--- src/hw/rtl/assert_macros.svh ---
// Assertion macros used by the top-level RTL file of the radix-to-ASCII converter.
`ifndef ASSERT_MACROS_SVH
`define ASSERT_MACROS_SVH

// Check on every rising clk edge, held off while rst_n is low.
`define URTA_ASSERT(label, prop, msg) \
  label: assert property (@(posedge clk) disable iff (!rst_n) prop) \
    else $error(msg);

// Check on every rising clk edge, reset cycles included.
`define URTA_ASSERT_RST(label, prop, msg) \
  label: assert property (@(posedge clk) prop) else $error(msg);

`endif

--- src/hw/rtl/urta_pkg.sv ---
// Types, codes and character tables of the radix-to-ASCII converter.
package urta_pkg;

  typedef struct packed {
    logic [63:0] value;
    logic [1:0]  func;
    logic        alternate_form;
    logic [1:0]  size_mode;
  } in_item_t;

  typedef struct packed {
    logic [7:0] char_code;
    logic       last;
  } out_item_t;

  localparam logic [1:0] FUNC_DEC    = 2'd0;
  localparam logic [1:0] FUNC_OCT    = 2'd1;
  localparam logic [1:0] FUNC_HEX_LO = 2'd2;
  localparam logic [1:0] FUNC_HEX_UP = 2'd3;

  localparam logic [1:0] SIZE_32 = 2'd0;
  localparam logic [1:0] SIZE_64 = 2'd1;
  localparam logic [1:0] SIZE_16 = 2'd2;

  // Classified conversion job handed from the front to the back.
  typedef struct packed {
    logic [63:0] num;
    logic [1:0]  func;
    logic        prefix;
    logic [1:0]  size;
  } job_t;

  typedef struct packed {
    logic busy;
    logic emit;
    logic last;
  } back_stat_t;

  localparam logic [7:0] CH_ZERO = 8'h30;
  localparam logic [7:0] CH_X_LO = 8'h78;
  localparam logic [7:0] CH_X_UP = 8'h58;

  localparam logic [7:0] DIGITS_LO [16] = '{
    8'h30, 8'h31, 8'h32, 8'h33, 8'h34, 8'h35, 8'h36, 8'h37,
    8'h38, 8'h39, 8'h61, 8'h62, 8'h63, 8'h64, 8'h65, 8'h66
  };
  localparam logic [7:0] DIGITS_UP [16] = '{
    8'h30, 8'h31, 8'h32, 8'h33, 8'h34, 8'h35, 8'h36, 8'h37,
    8'h38, 8'h39, 8'h41, 8'h42, 8'h43, 8'h44, 8'h45, 8'h46
  };

endpackage

--- src/hw/rtl/urta_front.sv ---
// Front end: truncate the value and classify radix, size and prefix.
module urta_front (
  input  urta_pkg::in_item_t in_data,
  output urta_pkg::job_t     job
);

  logic [1:0] size;

  always_comb begin
    case (in_data.size_mode)
      urta_pkg::SIZE_64: size = urta_pkg::SIZE_64;
      urta_pkg::SIZE_16: size = urta_pkg::SIZE_16;
      default:           size = urta_pkg::SIZE_32;
    endcase
  end

  always_comb begin
    job.func   = in_data.func;
    job.size   = size;
    // prefix looks at the value before truncation
    job.prefix = in_data.alternate_form && (in_data.value != 64'd0) &&
                 (in_data.func != urta_pkg::FUNC_DEC);
    case (size)
      urta_pkg::SIZE_64: job.num = in_data.value;
      urta_pkg::SIZE_16: job.num = {48'd0, in_data.value[15:0]};
      default:           job.num = {32'd0, in_data.value[31:0]};
    endcase
  end

endmodule

--- src/hw/rtl/urta_fifo.sv ---
// Small register queue between the front and the back.
module urta_fifo #(
  parameter int WIDTH = 8,
  parameter int DEPTH = 2
) (
  input  logic             clk,
  input  logic             rst_n,
  input  logic             push,
  input  logic [WIDTH-1:0] wdata,
  output logic             full,
  input  logic             pop,
  output logic [WIDTH-1:0] rdata,
  output logic             empty
);

  localparam int PW = (DEPTH > 1) ? $clog2(DEPTH) : 1;
  localparam int CW = $clog2(DEPTH + 1);

  logic [WIDTH-1:0] mem_r [DEPTH];
  logic [PW-1:0]    wr_ptr_r, wr_ptr_nxt;
  logic [PW-1:0]    rd_ptr_r, rd_ptr_nxt;
  logic [CW-1:0]    cnt_r, cnt_nxt;
  logic             do_push, do_pop;

  assign full    = (cnt_r == CW'(DEPTH));
  assign empty   = (cnt_r == '0);
  assign do_push = push && !full;
  assign do_pop  = pop && !empty;
  assign rdata   = mem_r[rd_ptr_r];

  always_comb begin
    wr_ptr_nxt = wr_ptr_r;
    rd_ptr_nxt = rd_ptr_r;
    cnt_nxt    = cnt_r;
    if (do_push) begin
      wr_ptr_nxt = (wr_ptr_r == PW'(DEPTH - 1)) ? '0 : wr_ptr_r + PW'(1);
    end
    if (do_pop) begin
      rd_ptr_nxt = (rd_ptr_r == PW'(DEPTH - 1)) ? '0 : rd_ptr_r + PW'(1);
    end
    if (do_push && !do_pop) begin
      cnt_nxt = cnt_r + CW'(1);
    end else if (do_pop && !do_push) begin
      cnt_nxt = cnt_r - CW'(1);
    end
  end

  always_ff @(posedge clk) begin
    if (!rst_n) begin
      wr_ptr_r <= '0;
      rd_ptr_r <= '0;
      cnt_r    <= '0;
    end else begin
      wr_ptr_r <= wr_ptr_nxt;
      rd_ptr_r <= rd_ptr_nxt;
      cnt_r    <= cnt_nxt;
    end
  end

  always_ff @(posedge clk) begin
    if (do_push) begin
      mem_r[wr_ptr_r] <= wdata;
    end
  end

endmodule

--- src/hw/rtl/urta_back.sv ---
// Back end: build the digit string and emit it one character per cycle while the result is not stalled.
module urta_back (
  input  logic                  clk,
  input  logic                  rst_n,
  input  logic                  job_valid,
  input  urta_pkg::job_t        job,
  output logic                  job_pop,
  input  logic                  pop,
  output logic                  empty,
  output urta_pkg::out_item_t   out_data,
  output urta_pkg::back_stat_t  stat
);

  typedef enum logic [5:0] {
    ST_IDLE = 6'b000001,
    ST_CONV = 6'b000010,
    ST_SKIP = 6'b000100,
    ST_PRE0 = 6'b001000,
    ST_PREX = 6'b010000,
    ST_DIG  = 6'b100000
  } state_t;

  // Four binary bits into a 20-digit BCD word, shift-add-3 per bit.
  function automatic logic [79:0] dabble4(input logic [79:0] bcd, input logic [3:0] bits);
    logic [79:0] b;
    b = bcd;
    for (int s = 3; s >= 0; s--) begin
      for (int d = 0; d < 20; d++) begin
        if (b[4*d +: 4] >= 4'd5) begin
          b[4*d +: 4] = b[4*d +: 4] + 4'd3;
        end
      end
      b = {b[78:0], bits[s]};
    end
    return b;
  endfunction

  // Spread octal digits into 4-bit slots.
  function automatic logic [87:0] oct_spread(input logic [63:0] v);
    logic [65:0] vp;
    logic [87:0] o;
    vp = {2'b00, v};
    for (int i = 0; i < 22; i++) begin
      o[4*i +: 4] = {1'b0, vp[3*i +: 3]};
    end
    return o;
  endfunction

  state_t          state_r, state_nxt;
  logic [87:0]     dig_r, dig_nxt;
  logic [63:0]     sh_r, sh_nxt;
  logic [4:0]      cnt_r, cnt_nxt;
  logic            upper_r, upper_nxt;
  logic            hex_r, hex_nxt;
  logic            prefix_r, prefix_nxt;
  logic [1:0]      size_r, size_nxt;
  logic            out_valid_r, out_valid_nxt;
  urta_pkg::out_item_t out_data_r, out_data_nxt;

  logic            out_ok;
  logic            emit;
  logic [7:0]      emit_char;
  logic            emit_last;
  logic [3:0]      top;
  logic [79:0]     step;
  logic [87:0]     spread;

  assign out_ok = !out_valid_r || pop;
  assign top    = dig_r[87:84];
  assign step   = dabble4(dig_r[79:0], sh_r[63:60]);
  assign spread = oct_spread(job.num);

  always_comb begin
    state_nxt  = state_r;
    dig_nxt    = dig_r;
    sh_nxt     = sh_r;
    cnt_nxt    = cnt_r;
    upper_nxt  = upper_r;
    hex_nxt    = hex_r;
    prefix_nxt = prefix_r;
    size_nxt   = size_r;
    job_pop    = 1'b0;
    emit       = 1'b0;
    emit_char  = urta_pkg::CH_ZERO;
    emit_last  = 1'b0;

    case (state_r)
      ST_IDLE: begin
        if (job_valid) begin
          job_pop    = 1'b1;
          upper_nxt  = (job.func == urta_pkg::FUNC_HEX_UP);
          hex_nxt    = (job.func == urta_pkg::FUNC_HEX_LO) ||
                       (job.func == urta_pkg::FUNC_HEX_UP);
          prefix_nxt = job.prefix;
          size_nxt   = job.size;
          case (job.func)
            urta_pkg::FUNC_DEC: begin
              state_nxt = ST_CONV;
              dig_nxt   = '0;
              case (job.size)
                urta_pkg::SIZE_16: begin
                  sh_nxt  = {job.num[15:0], 48'd0};
                  cnt_nxt = 5'd4;
                end
                urta_pkg::SIZE_64: begin
                  sh_nxt  = job.num;
                  cnt_nxt = 5'd16;
                end
                default: begin
                  sh_nxt  = {job.num[31:0], 32'd0};
                  cnt_nxt = 5'd8;
                end
              endcase
            end
            urta_pkg::FUNC_OCT: begin
              state_nxt = ST_SKIP;
              case (job.size)
                urta_pkg::SIZE_16: begin
                  dig_nxt = {spread[23:0], 64'd0};
                  cnt_nxt = 5'd6;
                end
                urta_pkg::SIZE_64: begin
                  dig_nxt = spread;
                  cnt_nxt = 5'd22;
                end
                default: begin
                  dig_nxt = {spread[43:0], 44'd0};
                  cnt_nxt = 5'd11;
                end
              endcase
            end
            default: begin
              state_nxt = ST_SKIP;
              case (job.size)
                urta_pkg::SIZE_16: begin
                  dig_nxt = {job.num[15:0], 72'd0};
                  cnt_nxt = 5'd4;
                end
                urta_pkg::SIZE_64: begin
                  dig_nxt = {job.num, 24'd0};
                  cnt_nxt = 5'd16;
                end
                default: begin
                  dig_nxt = {job.num[31:0], 56'd0};
                  cnt_nxt = 5'd8;
                end
              endcase
            end
          endcase
        end
      end

      ST_CONV: begin
        sh_nxt = {sh_r[59:0], 4'd0};
        if (cnt_r == 5'd1) begin
          // align the BCD result to the top and load the digit count
          state_nxt = ST_SKIP;
          case (size_r)
            urta_pkg::SIZE_16: begin
              dig_nxt = {step[19:0], 68'd0};
              cnt_nxt = 5'd5;
            end
            urta_pkg::SIZE_64: begin
              dig_nxt = {step, 8'd0};
              cnt_nxt = 5'd20;
            end
            default: begin
              dig_nxt = {step[39:0], 48'd0};
              cnt_nxt = 5'd10;
            end
          endcase
        end else begin
          dig_nxt = {8'd0, step};
          cnt_nxt = cnt_r - 5'd1;
        end
      end

      ST_SKIP: begin
        // drop leading zeros, keep at least one digit
        if ((top == 4'd0) && (cnt_r > 5'd1)) begin
          dig_nxt = {dig_r[83:0], 4'd0};
          cnt_nxt = cnt_r - 5'd1;
        end else begin
          state_nxt = prefix_r ? ST_PRE0 : ST_DIG;
        end
      end

      ST_PRE0: begin
        if (out_ok) begin
          emit      = 1'b1;
          emit_char = urta_pkg::CH_ZERO;
          state_nxt = hex_r ? ST_PREX : ST_DIG;
        end
      end

      ST_PREX: begin
        if (out_ok) begin
          emit      = 1'b1;
          emit_char = upper_r ? urta_pkg::CH_X_UP : urta_pkg::CH_X_LO;
          state_nxt = ST_DIG;
        end
      end

      ST_DIG: begin
        if (out_ok) begin
          emit      = 1'b1;
          emit_char = upper_r ? urta_pkg::DIGITS_UP[top] : urta_pkg::DIGITS_LO[top];
          emit_last = (cnt_r == 5'd1);
          dig_nxt   = {dig_r[83:0], 4'd0};
          cnt_nxt   = cnt_r - 5'd1;
          if (cnt_r == 5'd1) begin
            state_nxt = ST_IDLE;
          end
        end
      end

      default: begin
        state_nxt = ST_IDLE;
      end
    endcase
  end

  always_comb begin
    out_valid_nxt = out_valid_r;
    out_data_nxt  = out_data_r;
    if (emit) begin
      out_valid_nxt          = 1'b1;
      out_data_nxt.char_code = emit_char;
      out_data_nxt.last      = emit_last;
    end else if (pop) begin
      out_valid_nxt = 1'b0;
    end
  end

  always_ff @(posedge clk) begin
    if (!rst_n) begin
      state_r     <= ST_IDLE;
      out_valid_r <= 1'b0;
    end else begin
      state_r     <= state_nxt;
      out_valid_r <= out_valid_nxt;
    end
  end

  always_ff @(posedge clk) begin
    dig_r      <= dig_nxt;
    sh_r       <= sh_nxt;
    cnt_r      <= cnt_nxt;
    upper_r    <= upper_nxt;
    hex_r      <= hex_nxt;
    prefix_r   <= prefix_nxt;
    size_r     <= size_nxt;
    out_data_r <= out_data_nxt;
  end

  assign empty     = !out_valid_r;
  assign out_data  = out_data_r;
  assign stat.busy = (state_r != ST_IDLE);
  assign stat.emit = emit;
  assign stat.last = emit_last;

endmodule

--- src/hw/rtl/unsigned_radix_to_ascii_top.sv ---
// Top level of the unsigned radix-to-ASCII converter.
//
//   channel   handshake           payload                         transaction
//   input     push / full         value, func, alt form, size     one number
//   result    empty / pop         char_code, last                 one character
//
// The front truncates and classifies each number and queues it (QDEPTH jobs),
// so new numbers are taken while the back is still printing an earlier one.
// Per number the back loads the job, runs 4-bit shift-add-3 steps over the
// 16, 32 or 64 value bits for decimal only, drops leading zero digits while
// keeping at least one, then emits the prefix, if any, and the digits.
// Reset (rst_n low, synchronous) empties the queue and the result register.
// A stalled result holds in its register and stalls only the back end.
`include "assert_macros.svh"

module unsigned_radix_to_ascii_top #(
  parameter int QDEPTH = 2
) (
  input  logic                 clk,
  input  logic                 rst_n,
  input  logic                 push,
  output logic                 full,
  input  urta_pkg::in_item_t   in_data,
  input  logic                 pop,
  output logic                 empty,
  output urta_pkg::out_item_t  out_data
);

  urta_pkg::job_t       front_job;
  urta_pkg::job_t       q_job;
  logic                 q_empty;
  logic                 q_pop;
  urta_pkg::back_stat_t back_stat;

  // Classify the incoming number; push goes straight into the queue.
  urta_front u_front (
    .in_data (in_data),
    .job     (front_job)
  );

  // Decouple front and back; full backs up onto the input channel.
  urta_fifo #(
    .WIDTH ($bits(urta_pkg::job_t)),
    .DEPTH (QDEPTH)
  ) u_fifo (
    .clk   (clk),
    .rst_n (rst_n),
    .push  (push),
    .wdata (front_job),
    .full  (full),
    .pop   (q_pop),
    .rdata (q_job),
    .empty (q_empty)
  );

  // Convert and emit characters through the result register.
  urta_back u_back (
    .clk       (clk),
    .rst_n     (rst_n),
    .job_valid (!q_empty),
    .job       (q_job),
    .job_pop   (q_pop),
    .pop       (pop),
    .empty     (empty),
    .out_data  (out_data),
    .stat      (back_stat)
  );

  // A transaction into an empty queue must show up in the queue in the next cycle.
  `URTA_ASSERT(a_queue_fill, (push && !full && q_empty) |=> !q_empty, "queued job lost")
  // The last character of a number returns the back end to idle.
  `URTA_ASSERT(a_last_idle, (back_stat.emit && back_stat.last) |=> !back_stat.busy,
               "back end busy after last character")
  // A popped result with nothing new behind it leaves the register empty.
  `URTA_ASSERT(a_pop_drain, (pop && !empty && !back_stat.emit) |=> empty,
               "result register not drained")
  // Reset clears the result register.
  `URTA_ASSERT_RST(a_reset_empty, !rst_n |=> empty, "result pending after reset")

endmodule
--- config.mk ---
export PLATFORM = sky130hd
export DESIGN_NAME = unsigned_radix_to_ascii_top
export DESIGN_NICKNAME = d
export VERILOG_FILES = /design/src/hw/rtl/urta_pkg.sv /design/src/hw/rtl/urta_front.sv /design/src/hw/rtl/urta_fifo.sv /design/src/hw/rtl/urta_back.sv /design/src/hw/rtl/unsigned_radix_to_ascii_top.sv
export VERILOG_INCLUDE_DIRS = /design/src /design/src/hw/rtl
export SDC_FILE = /design/constraint.sdc
export NUM_CORES = 1
export LEC_CHECK = 0
export ABC_CLOCK_PERIOD_IN_PS = 10480
export BUFFER_PORTS_ARGS = -buffer_cell sky130_fd_sc_hd__buf_2
export CAP_MARGIN = 25
export CORE_ASPECT_RATIO = 1.1
export CORE_MARGIN = 2
export CORE_UTILIZATION = 40
export CTS_CLUSTER_SIZE = 24
export DETAILED_ROUTE_END_ITERATION = 6
export SLEW_MARGIN = 20
export SYNTH_ARGS = -nofsm -noshare
export SYNTH_HDL_FRONTEND = slang
export SYNTH_SLANG_ARGS = --single-unit
--- constraint.sdc ---
create_clock -name clk -period 10.48 [get_ports clk]
set_input_delay 2.096 -clock clk [delete_from_list [all_inputs] [get_ports clk]]
set_output_delay 2.096 -clock clk [all_outputs]
set_load 0.01 [all_outputs]
==> impl_metrics.json <==
{
  "outcome": "finished, violations left",
  "violations": "design-rule violations",
  "worstPathArrival_ns": 5.38,
  "die-area_sq_um": 63440,
  "pin_count": 84,
  "start_util": 0.4031,
  "cts_buffer_depth": 3,
  "slew_viol_final": 0,
  "io_buffers": 82,
  "clkSlewWorstSetupHoldPaths_ns": 0.07,
  "overflow": 0,
  "gp_congestion": 0.9783,
  "cts_made_buffers": 34,
  "setup-violations-final": 0,
  "grt_usage": 0.2568,
  "setup_tns_ns": 0,
  "routedWlPerCell_um": 23.70,
  "design_area_sq_um": 27110,
  "worst_pin_slew_ns": 1.182,
  "postRouteAntennaNets": 0,
  "finalNonFillerCells": 3538,
  "async_flop_share": 0,
  "dr.pass1.iters": 7,
  "syn_area_per_cell_sq_um": 9.250,
  "drt_iter0_markers": 2863,
  "setup.worst_path.end_class": "register",
  "syn2layout_area_growth_pct": 10.32,
  "ctsResizeCount": 0,
  "dp_cells": 3476,
  "clk_latency_ns": 0.54,
  "syn-cell-area_sq_um": 24580,
  "maxSlewHeadroom": 0.2063,
  "syn_inst": 2657,
  "cts.sinks": 320,
  "min_period_over_period": 0.4881,
  "synth.net_count": 2846,
  "antenna_found_initial": 3,
  "final_nets": 2880,
  "viasPerCell": 6.206,
  "rsz0062_at_grt": "no",
  "dpl-instance-area_sq_um": 25870,
  "worst-path-max-fanout": 82,
  "required_ns": 10.75,
  "rrSetupSlack_ns": 5.37,
  "synth_largest_area_cell": "edfxtp_1",
  "grt_pass1_wl_mm": 125.0,
  "synth_top_flop_cell": "edfxtp_1",
  "synth_top_area_share": 0.3763,
  "drc": 20,
  "hold_class": "register to register",
  "yosysWarningCount": 0,
  "max_freq_ghz": 0.1955,
  "synth-edff-count": 308,
  "yosysMostFrequentCell": "edfxtp_1",
  "synth_cell_types": 98,
  "die_height_um": 264.0,
  "hold_buffers": 0,
  "ys_ff_latch": 320,
  "vias": 21960,
  "maxCapViolCount": 0,
  "core_sq_um": 60980,
  "die_w_um": 240.3,
  "cp-start-kind": "register",
  "finalCriticalPeriod_ns": 5.115,
  "holdWs_ns": 0.5040,
  "postCtsSetupRepairBufs": 0,
  "routed_wl_mm": 83.85,
  "grt_max_degree": 83,
  "cts-root-buf": "clkbuf_16",
  "yosysSeqAreaShare": 0.3861,
  "h-tree-depth": 2,
  "hold_viol": 0,
  "grt_pass1_vias": 20740,
  "fp-row-count": 95,
  "synthTopCellsByArea": "edfxtp_1, ha_1, a21oi_1",
  "cts_tree": "done",
  "fin_skew_ns": 0.01638,
  "drive_above_1_share": 0.1327,
  "netlist_top_cells_count": "edfxtp_1, nand2_1, nor2_1",
  "dp.final_hpwl_mm": 62.76,
  "worstSetupPathType": "register to register"
}
[metal layers]
metal / share of wire / global-route usage
met1: 0.40 / 0.3265
met2: 0.45 / 0.4142
met3: 0.084 / 0.04514
met4: 0.063 / 0.1390
met5: 0.0014 / 0
[final cells by class]
type | count | area (sq um)
fill | 5803 | 33860
multi-input combinational | 2070 | 14140
sequential | 320 | 9493
tap | 824 | 1031
clock buffer | 40 | 904.6
timing repair buffer | 114 | 690.7
inverter | 151 | 566.8
clock inverter | 18 | 281.5
antenna | 1 | 2.502
[path summary, 6_finish.rpt]
kind                                           startpoint                         end  depth (start not counted)
worst max-delay path                             register  u_back.dig_r[66]$_DFFE_PP_                         12
worst min-delay path            u_back.sh_r[46]$_DFFE_PP_   u_back.sh_r[50]$_DFFE_PP_                          2
worst max register to register                   register  u_back.dig_r[66]$_DFFE_PP_                         12
worst min register to register  u_back.sh_r[46]$_DFFE_PP_   u_back.sh_r[50]$_DFFE_PP_                          2
[kinds of logic after synthesis]
logic type               share of synthesized area
AND/OR/NAND/NOR                             0.1558
XOR/XNOR                                   0.02902
multiplexers                               0.07590
flip-flops                                  0.3861
other                                    0.0001526
AO/OA/AOI/OAI                               0.2521
adder cells (fa/ha/maj)                    0.05946
buffers and inverters                      0.04144
[critical path, stage by stage, from the launching register on]
cell and delay, ns:
dfxtp_4 0.56, buf_4 0.65, mux2i_1 0.37, inv_1 0.10, ha_2 0.32, buf_4 0.62, inv_1 0.18, nand2_1 0.81
nor2_1 0.17, a21oi_1 0.38, o21ai_0 0.24, a211oi_1 0.30, a211oi_1 0.08
[metrics by stage]
stage                 util  setup WS (ns)
floorplan                -          2.516
global placement    0.4237          5.653
detailed placement  0.4242          5.563
CTS                 0.4437          5.526
global route        0.4446          5.110
finish              0.4447          5.365
[flip-flops by register name, summed over array words and instances, names as in the netlist, named ones only]
register	cells
u_back.dig_r	88
u_fifo.wr_ptr_r	1
u_fifo.cnt_r	2
u_back.sh_r	64
u_back.upper_r	1
u_back.out_data	8
u_fifo.mem_r	138
u_back.prefix_r	1
u_back.state_r	6
u_back.hex_r	1
u_fifo.rd_ptr_r	1
u_back.size_r	2
u_back.cnt_r	5
u_back.out_valid_r	1
[cells in the final DEF (no fill, tap or decap), types with 13 or more instances in the layout]
cell type	netlist	routed
a221o_1	20	20
mux2_2	80	80
clkbuf_16	0	35
nor3_1	29	28
o21a_1	31	31
xor2_1	14	14
mux2i_1	90	90
a222oi_1	17	17
nand3_1	35	35
nor3b_1	23	23
xnor2_1	47	47
buf_4	2	27
a21oi_2	13	13
o211ai_1	26	26
nor2b_1	46	46
nor2_1	212	209
o22ai_1	19	19
inv_1	141	141
o21ai_0	160	160
a221oi_1	45	45
ha_1	116	115
and2_1	53	53
nand2_1	261	261
a31oi_1	36	35
nor4_1	22	21
a21o_1	17	17
edfxtp_1	308	308
o221ai_1	36	36
o21ai_1	56	56
a211oi_1	38	38
a22oi_1	44	44
a21oi_1	204	203
buf_2	7	83
nand2b_1	46	46
Power is left out: the tool's default activity adds up to more than one toggle a clock period on the data nets, which glitch-free logic cannot reach.
